===== src/rtl/dwcb_pkg.sv =====
// Package for the debounced write-coalescing buffer.
// Holds sizes, payload structs, the cell chain struct and the controller states.
// No dependencies.
package dwcb_pkg;

  localparam int SLOTS       = 8;
  localparam int RECORD_BITS = 64;
  localparam int IDX_W       = (SLOTS > 1) ? $clog2(SLOTS) : 1;

  localparam logic [1:0] OP_UPDATE = 2'd0;
  localparam logic [1:0] OP_LOOKUP = 2'd1;
  localparam logic [1:0] OP_TICK   = 2'd2;

  localparam logic KIND_ANSWER = 1'b0;
  localparam logic KIND_FLUSH  = 1'b1;

  typedef struct packed {
    logic [1:0]  operation;
    logic [31:0] device_id;
    logic [63:0] record_data;
    logic [31:0] now_ms;
  } in_t;

  typedef struct packed {
    logic        kind;
    logic [31:0] out_id;
    logic [63:0] out_record;
    logic        hit;
    logic        last;
  } out_t;

  // Carried from cell to cell: first-found flags and the wired-OR read bus.
  typedef struct packed {
    logic                   match_found;
    logic                   free_found;
    logic                   pend_found;
    logic [31:0]            key;
    logic [RECORD_BITS-1:0] payload;
    logic [31:0]            stamp;
  } chain_t;

  // Per-cell controls from the sequencer.
  typedef struct packed {
    logic rd_sel;
    logic wr;
    logic clr;
    logic pend_load;
  } cell_ctl_t;

  // Per-cell status to the sequencer.
  typedef struct packed {
    logic used;
    logic match;
    logic match_pick;
    logic free_pick;
    logic pend;
    logic pend_pick;
  } cell_sts_t;

  typedef enum logic [2:0] {
    ST_IDLE,
    ST_UPD,
    ST_SCAN,
    ST_EVICT,
    ST_LOOK,
    ST_TLATCH,
    ST_TICK
  } state_t;

endpackage


===== src/rtl/dwcb_cell.sv =====
// One slot of the buffer: used flag, key, payload, stamp and tick-pending flag.
// Depends on dwcb_pkg; chained to its neighbors through chain_t.
module dwcb_cell
  import dwcb_pkg::*;
(
  input  logic                   clk,
  input  logic                   rst,
  input  cell_ctl_t              ctl,
  input  logic [31:0]            id,
  input  logic [31:0]            now,
  input  logic [31:0]            delay,
  input  logic [RECORD_BITS-1:0] wr_payload,
  input  chain_t                 chain_in,
  output chain_t                 chain_out,
  output cell_sts_t              sts
);

  logic                   used;
  logic                   pend;
  logic [31:0]            key;
  logic [RECORD_BITS-1:0] payload;
  logic [31:0]            stamp;
  logic [31:0]            age;
  logic                   match;
  logic                   due;

  assign age   = now - stamp;
  assign match = used && (key == id);
  assign due   = used && (age >= delay);

  always_ff @(posedge clk) begin
    if (rst) begin
      used <= 1'b0;
      pend <= 1'b0;
    end else begin
      if (ctl.wr) begin
        used <= 1'b1;
      end else if (ctl.clr) begin
        used <= 1'b0;
      end
      if (ctl.pend_load) begin
        pend <= due;
      end else if (ctl.clr) begin
        pend <= 1'b0;
      end
    end
  end

  always_ff @(posedge clk) begin
    if (ctl.wr) begin
      key     <= id;
      payload <= wr_payload;
      stamp   <= now;
    end
  end

  always_comb begin
    chain_out.match_found = chain_in.match_found | match;
    chain_out.free_found  = chain_in.free_found | !used;
    chain_out.pend_found  = chain_in.pend_found | pend;
    chain_out.key         = chain_in.key | (ctl.rd_sel ? key : 32'd0);
    chain_out.payload     = chain_in.payload | (ctl.rd_sel ? payload : '0);
    chain_out.stamp       = chain_in.stamp | (ctl.rd_sel ? stamp : 32'd0);
    sts.used       = used;
    sts.match      = match;
    sts.match_pick = match && !chain_in.match_found;
    sts.free_pick  = !used && !chain_in.free_found;
    sts.pend       = pend;
    sts.pend_pick  = pend && !chain_in.pend_found;
  end

endmodule


===== src/rtl/debounced_write_coalescing_buffer.sv =====
// Top level of the debounced write-coalescing buffer: sequencer and slot chain.
// Depends on dwcb_pkg and dwcb_cell.
//
//  channel | direction | handshake             | payload
//  --------+-----------+-----------------------+--------------------
//  in      | input     | in_valid / in_ready   | in_data (in_t)
//  out     | output    | out_valid / out_ready | out_data (out_t)
//  cfg     | input     | cfg_valid / cfg_ready | cfg_data (save_delay)
//
// Sequence: a lookup is answered from LOOK; an update that hits or finds a free
// slot is written in UPD. An update into a full buffer walks the stamps one slot
// a cycle in SCAN to find the oldest, then evicts it in EVICT. A tick latches the
// due flags in TLATCH, then flushes one pending slot per output transfer in TICK.
// Reset (synchronous) frees every slot and sets save_delay to 5000.
// A stalled output holds the sequencer in place; a new input is taken only
// once the previous one has issued its last transfer into the output register.
module debounced_write_coalescing_buffer
  import dwcb_pkg::*;
(
  input  logic        clk,
  input  logic        rst,
  input  logic        in_valid,
  output logic        in_ready,
  input  in_t         in_data,
  output logic        out_valid,
  input  logic        out_ready,
  output out_t        out_data,
  input  logic        cfg_valid,
  output logic        cfg_ready,
  input  logic [31:0] cfg_data
);

  state_t state;
  state_t state_next;

  logic [31:0]            save_delay;
  logic [31:0]            id;
  logic [RECORD_BITS-1:0] data;
  logic [31:0]            now;

  logic [IDX_W-1:0] idx;
  logic [IDX_W-1:0] min_idx;
  logic [31:0]      min_stamp;

  cell_ctl_t ctl [SLOTS];
  cell_sts_t sts [SLOTS];
  chain_t    chain [SLOTS+1];

  logic [SLOTS-1:0] used_vec;
  logic [SLOTS-1:0] match_vec;
  logic [SLOTS-1:0] match_pick;
  logic [SLOTS-1:0] free_pick;
  logic [SLOTS-1:0] pend_vec;
  logic [SLOTS-1:0] pend_pick;
  logic [SLOTS-1:0] idx_hot;
  logic [SLOTS-1:0] min_hot;
  logic [SLOTS-1:0] rd_sel;
  logic [SLOTS-1:0] wr_vec;
  logic [SLOTS-1:0] clr_vec;
  logic             pend_load;
  logic             out_free;
  logic             out_load;
  out_t             out_next;
  logic             match_any;
  logic             free_any;
  logic             scan_end;

  assign cfg_ready = 1'b1;
  assign in_ready  = (state == ST_IDLE);
  assign out_free  = !out_valid || out_ready;
  assign match_any = |match_vec;
  assign free_any  = |free_pick;
  assign scan_end  = (idx == IDX_W'(SLOTS - 1));

  // Head of the chain: nothing found yet, read bus empty.
  assign chain[0] = '0;

  for (genvar i = 0; i < SLOTS; i++) begin : g_cell
    always_comb begin
      ctl[i].rd_sel    = rd_sel[i];
      ctl[i].wr        = wr_vec[i];
      ctl[i].clr       = clr_vec[i];
      ctl[i].pend_load = pend_load;
      used_vec[i]   = sts[i].used;
      match_vec[i]  = sts[i].match;
      match_pick[i] = sts[i].match_pick;
      free_pick[i]  = sts[i].free_pick;
      pend_vec[i]   = sts[i].pend;
      pend_pick[i]  = sts[i].pend_pick;
      idx_hot[i]    = (idx == IDX_W'(i));
      min_hot[i]    = (min_idx == IDX_W'(i));
    end

    dwcb_cell u_cell (
      .clk        (clk),
      .rst        (rst),
      .ctl        (ctl[i]),
      .id         (id),
      .now        (now),
      .delay      (save_delay),
      .wr_payload (data),
      .chain_in   (chain[i]),
      .chain_out  (chain[i+1]),
      .sts        (sts[i])
    );
  end

  // Configuration register.
  always_ff @(posedge clk) begin
    if (rst) begin
      save_delay <= 32'd5000;
    end else if (cfg_valid && cfg_ready) begin
      save_delay <= cfg_data;
    end
  end

  // Capture the accepted item; unused opcodes are dropped in IDLE.
  always_ff @(posedge clk) begin
    if (in_valid && in_ready) begin
      id   <= in_data.device_id;
      data <= in_data.record_data[RECORD_BITS-1:0];
      now  <= in_data.now_ms;
    end
  end

  // Next state.
  always_comb begin
    state_next = state;
    case (state)
      ST_IDLE: begin
        if (in_valid) begin
          case (in_data.operation)
            OP_UPDATE: state_next = ST_UPD;
            OP_LOOKUP: state_next = ST_LOOK;
            OP_TICK:   state_next = ST_TLATCH;
            default:   state_next = ST_IDLE;
          endcase
        end
      end
      ST_UPD: begin
        if (match_any || free_any) begin
          state_next = ST_IDLE;
        end else if (SLOTS > 1) begin
          state_next = ST_SCAN;
        end else begin
          state_next = ST_EVICT;
        end
      end
      ST_SCAN: begin
        if (scan_end) begin
          state_next = ST_EVICT;
        end
      end
      ST_EVICT: begin
        if (out_free) begin
          state_next = ST_IDLE;
        end
      end
      ST_LOOK: begin
        if (out_free) begin
          state_next = ST_IDLE;
        end
      end
      ST_TLATCH: state_next = ST_TICK;
      ST_TICK: begin
        if (pend_vec == '0) begin
          state_next = ST_IDLE;
        end else if (out_free && ((pend_vec & ~pend_pick) == '0)) begin
          state_next = ST_IDLE;
        end
      end
      default: state_next = ST_IDLE;
    endcase
  end

  // Sequencer outputs: read select, slot writes and clears, result load.
  always_comb begin
    rd_sel    = '0;
    wr_vec    = '0;
    clr_vec   = '0;
    pend_load = 1'b0;
    out_load  = 1'b0;
    out_next  = '0;
    case (state)
      ST_UPD: begin
        // Read slot 0 to seed the oldest-stamp walk.
        rd_sel = {{(SLOTS-1){1'b0}}, 1'b1};
        if (match_any) begin
          wr_vec = match_pick;
        end else if (free_any) begin
          wr_vec = free_pick;
        end
      end
      ST_SCAN: rd_sel = idx_hot;
      ST_EVICT: begin
        rd_sel = min_hot;
        if (out_free) begin
          wr_vec   = min_hot;
          out_load = 1'b1;
          out_next.kind       = KIND_FLUSH;
          out_next.out_id     = chain[SLOTS].key;
          out_next.out_record = 64'(chain[SLOTS].payload);
          out_next.hit        = 1'b0;
          out_next.last       = 1'b1;
        end
      end
      ST_LOOK: begin
        rd_sel = match_pick;
        if (out_free) begin
          out_load = 1'b1;
          out_next.kind       = KIND_ANSWER;
          out_next.out_id     = id;
          out_next.out_record = 64'(chain[SLOTS].payload);
          out_next.hit        = match_any;
          out_next.last       = 1'b1;
        end
      end
      ST_TLATCH: pend_load = 1'b1;
      ST_TICK: begin
        rd_sel = pend_pick;
        if (out_free && (pend_vec != '0)) begin
          clr_vec  = pend_pick;
          out_load = 1'b1;
          out_next.kind       = KIND_FLUSH;
          out_next.out_id     = chain[SLOTS].key;
          out_next.out_record = 64'(chain[SLOTS].payload);
          out_next.hit        = 1'b0;
          out_next.last       = ((pend_vec & ~pend_pick) == '0);
        end
      end
      default: ;
    endcase
  end

  always_ff @(posedge clk) begin
    if (rst) begin
      state <= ST_IDLE;
    end else begin
      state <= state_next;
    end
  end

  // Oldest-stamp walk: strict compare keeps the first minimum.
  always_ff @(posedge clk) begin
    if (state == ST_UPD) begin
      idx       <= IDX_W'(1);
      min_idx   <= '0;
      min_stamp <= chain[SLOTS].stamp;
    end else if (state == ST_SCAN) begin
      idx <= idx + IDX_W'(1);
      if (chain[SLOTS].stamp < min_stamp) begin
        min_idx   <= idx;
        min_stamp <= chain[SLOTS].stamp;
      end
    end
  end

  // Output register: hold until the downstream side takes the transfer.
  always_ff @(posedge clk) begin
    if (rst) begin
      out_valid <= 1'b0;
    end else if (out_load) begin
      out_valid <= 1'b1;
    end else if (out_ready) begin
      out_valid <= 1'b0;
    end
  end

  always_ff @(posedge clk) begin
    if (out_load) begin
      out_data <= out_next;
    end
  end

  // Keys of used slots stay unique.
  a_match_unique: assert property (@(posedge clk) disable iff (rst)
    $onehot0(match_vec)) else $error("two slots hold the same id");

  // Eviction only happens with every slot in use.
  a_evict_full: assert property (@(posedge clk) disable iff (rst)
    (state == ST_EVICT) |-> (&used_vec)) else $error("evict with a free slot");

  // Pending tick flushes refer only to used slots.
  a_pend_used: assert property (@(posedge clk) disable iff (rst)
    ((pend_vec & ~used_vec) == '0)) else $error("pending flag on a free slot");

  // A lookup answer is always the single, final result of its item.
  a_answer_last: assert property (@(posedge clk) disable iff (rst)
    (out_valid && (out_data.kind == KIND_ANSWER)) |-> out_data.last)
    else $error("lookup answer without last");

endmodule

===== config.mk =====
export PLATFORM = sky130hd
export DESIGN_NAME = debounced_write_coalescing_buffer
export DESIGN_NICKNAME = d
export VERILOG_FILES = /design/src/rtl/dwcb_pkg.sv /design/src/rtl/dwcb_cell.sv /design/src/rtl/debounced_write_coalescing_buffer.sv
export SDC_FILE = /design/constraint.sdc
export NUM_CORES = 2
export LEC_CHECK = 0
export BUFFER_PORTS_ARGS = -buffer_cell sky130_fd_sc_hd__buf_4
export CAP_MARGIN = 0
export CORE_ASPECT_RATIO = 0.7
export CORE_MARGIN = 4
export CORE_UTILIZATION = 63
export DETAILED_ROUTE_END_ITERATION = 8
export HOLD_SLACK_MARGIN = 0.08
export PLACE_DENSITY = 0.78
export RECOVER_POWER = 25
export SLEW_MARGIN = 20
export SYNTH_ARGS = -nofsm -noshare
export SYNTH_HDL_FRONTEND = slang
export SYNTH_SLANG_ARGS = --single-unit

===== constraint.sdc =====
create_clock -name clk -period 16.75 [get_ports clk]
set_clock_uncertainty 0.15 [all_clocks]
set_input_delay 2.5125 -clock clk [delete_from_list [all_inputs] [get_ports clk]]
set_output_delay 2.5125 -clock clk [all_outputs]
set_load 0.005 [all_outputs]

==> results.txt <==
Status: finished with violations
Violated checks: design-rule violations
Core area: 108300 µm²
Synth Flop Type: edfxtp_1
Post-Syn Area: 68670 µm²
Antenna violations before repair: 7
Overall routed net length: 210.0 mm
Distinct cells, synth: 93
Post-Syn Instances: 5402
Worst reg2reg startpoint: id[10]
Worst slew pin tran: 1493 ps
Fin. max-slew vios: 0
CP startpoint: id[10]
Number of synthesized flops with an enable pin: 1283
Drt first-iter violations: 8244
Die Width: 402.6 µm
All-Layer GR Usage: 36.03%
Critical Path End Type: flop
Required @ worst endpoint: 16980 ps
Post-layout nets: 6404
FILL cells: 7331
Max cap viols: 0
Clock sinks: 1341
Synth warn: 0
Post-route ant nets: 0
Setup bufs post-CTS: 0
Maximum vdd drop: 0.1167 mV
Reg clk slew, reported paths: 60 ps
Fmax: 121.1 MHz
Final Cycle Share: 49.30%
Fin. Hold Viols: 0
IO Count: 269
Area contributors post-synth: edfxtp_1 56%, ha_1 9.9%, xnor2_1 3.2%
Die Area: 114400 µm²
Die H: 284.2 µm
Layout Area Growth over Synthesis: 11.44%
Worst slew margin: 0.4379%
Layout cell share with drive strength beyond 1: 9.875%
Setup TNS: 0 ps
Top cell type's share of synthesized area: 56.10%
Via count: 49090
# setup viols final: 0
Final core occ: 70.66%
FFs w/ async S/R, synth: 0%
Initial core utilization: 63.41%
Gpl congestion: 1.020
Clock buffer depth: 3
Met2 usage: 49.51%
H-tree levels: 4
RSZ-0062 raised after global routing: false
DRC violations left: 1
Non-filler cells in the finished layout: 7231
# placed instances: 6995
Via-per-instance ratio: 6.789
M3 GR Usage: 10.90%
Dpl ws: 8926 ps
CP Class: reg -> reg
Syn avg cell area: 12.71 µm²
Crit path max fanout: 61
Final setup margin: 8492 ps
GR Util met1: 55.34%
Clock buffer count from CTS: 130
Cell Rows: 101
Flop and latch count out of synthesis: 1341
Routed WL per cell: 29.04 µm
Hold-fix buffers, CTS: 0
CP Data Arrival Time: 8490 ps
Syn Nets: 6121
Setup slack, reg-to-reg: 8490 ps
Register-to-Register Path Depth: 23
Hold Path Class: reg -> reg
Minimum clock period: 8258 ps
First-pass GRT wire length: 306.1 mm
P_leak: 28.39 nW
Top Usage Layer GRT: met1
Root Driver: clkbuf_16
Cell accounting for the most synthesized area: edfxtp_1
CTS tree: yes
Hpwl dp: 142.0 mm
Remaining Overflow, GRT: 0
CP startpoint kind: flop
Port bufs: 267
Worst R2R End: min_stamp[23]
Vias in the first global route: 45590
Seq/Total Area, Yosys: 57.79%
Post-CTS sizing: 0
Latest clock arrival within the worst-skew pair: 780 ps
Initial DRT Pass Iterations: 9
Worst setup endpoint: min_stamp[23]
Pin count of the biggest net entering global routing: 64
Pwr Density: 107.7 nW/µm²
metrics by stage:
step	total power [mW]	hold WS (ps)	area [µm²]
floorplan	4.824	310.4	68670
global placement	5.243	323.9	72290
detailed placement	5.279	332.2	72290
CTS	8.221	347.4	76530
global route	8.540	363.3	76530
finish	8.243	348.1	76530
worst min-delay path by stage:
stage / from / to / slack, ps / cells after the start
6_report: save_delay[1] / save_delay[1] / 350 / 2
5_1_grt: save_delay[14] / save_delay[14] / 360 / 2
4_1_cts: save_delay[19] / save_delay[19] / 350 / 2
3_5_place_dp: save_delay[14] / save_delay[14] / 330 / 2
3_3_place_gp: save_delay[18] / save_delay[18] / 320 / 2
2_1_floorplan: save_delay[10] / save_delay[10] / 310 / 2
registers in the layout, indices dropped and copies added, names as in the netlist, 8 cells and up:
name	cells
now	32
min_stamp	32
id	32
g_cell.u_cell.stamp	256
g_cell.u_cell.payload	512
g_cell.u_cell.used	8
save_delay	32
g_cell.u_cell.pend	8
g_cell.u_cell.key	256
out_data	99
data	64
final cells by class:
type                    count  area (µm²)  area share, %
diodes                      7       17.52        0.02289
clock buffers             162        3446          4.503
clock inverters            67       799.5          1.045
inverters                 385        1448          1.892
multi-input cells        3496       26870          35.11
flip-flops and latches   1341       39690          51.86
well taps                1442        1804          2.358
repair buffers            331        2459          3.213
cell usage after synthesis, drive strengths merged (7+ instances only):
library cell  number
o21ai            167
a41oi             68
o211ai            20
inv              384
nand4            147
nor3              59
fa                 8
o21bai            25
clkbuf           124
o21a              55
a22o              37
ha               544
or3               25
a221oi            10
nand3b             9
a41o               8
nand2            265
dfxtp             58
buf               56
a22oi            256
nand2b            75
o22ai              7
o311ai             8
and3              19
xor2             233
nand3             63
a31oi             29
nor4              63
nor2             232
edfxtp          1283
a211oi            28
and2              24
nor2b             68
a2111oi           12
a21oi            254
a21o             156
xnor2            248
o31ai             13
mux2i             30
or2               17
a21boi             9
a222oi           129
metal layers:
metal | vias to the layer above | part of all wire [%]
met5 | - | 0
met4 | 0 | 2.7
met3 | 362 | 15
met2 | 3585 | 41
met1 | 23760 | 41
li1 | 21380 | -
cell usage in the layout (no fill, tap or decap), types with 18 or more instances in the layout:
| cell type | instances |
|---|---|
| edfxtp_1 | 1283 |
| ha_1 | 544 |
| inv_1 | 383 |
| buf_4 | 322 |
| nand2_1 | 261 |
| a22oi_1 | 256 |
| a21oi_1 | 254 |
| xnor2_1 | 248 |
| nor2_1 | 230 |
| xor2_1 | 229 |
| o21ai_0 | 157 |
| a21o_1 | 156 |
| nand4_1 | 147 |
| clkbuf_16 | 132 |
| a222oi_1 | 129 |
| nand2b_1 | 75 |
| nor2b_1 | 68 |
| a41oi_1 | 67 |
| nor4_1 | 62 |
| nand3_1 | 61 |
| nor3_1 | 59 |
| dfxtp_1 | 58 |
| o21a_1 | 55 |
| clkbuf_1 | 35 |
| a22o_1 | 32 |
| mux2i_1 | 30 |
| a31oi_1 | 29 |
| a211oi_1 | 28 |
| o21bai_1 | 25 |
| or3_1 | 23 |
| and2_1 | 23 |
| o211ai_1 | 20 |
| clkinv_1 | 20 |
| and3_1 | 19 |
| clkinv_2 | 18 |
cells by family (layout without fill, tap and decap cells):
kind of cell	Yosys count	after routing	share of synthesized area [%]
other cells	1	8	0.005461
mux	31	31	0.4537
compound gates	1343	1343	14.07
fa+ha+maj	554	554	10.17
buf+inv	565	945	3.340
simple gates	1086	1086	7.986
xor+xnor	481	481	6.178
flops	1341	1341	57.79
report_power, final:
group | internal [mW] | switching (mW)
logic | 0.519 | 0.780
clock network | 1.67 | 1.31
registers | 3.82 | 0.142
total | 6.01 | 2.23
worst max-delay path: stages, from the launching register on:
cell	delay [ps]
edfxtp_1	660
xnor2_1	590
nand4_1	320
nor4_1	390
nand4_1	280
nor4_1	1020
and2_1	280
nand2_1	110
nand2_4	290
buf_4	840
nand2_1	150
nand4_1	170
ha_1	270
a21o_1	170
a21o_1	190
a21o_1	170
a21oi_1	140
nor2b_1	60
o21ai_0	180
nand2b_1	90
a21oi_1	150
or2_2	150
a41oi_4	150
nand2_2	800
Note: power is estimated with default switching activity, not from simulation.
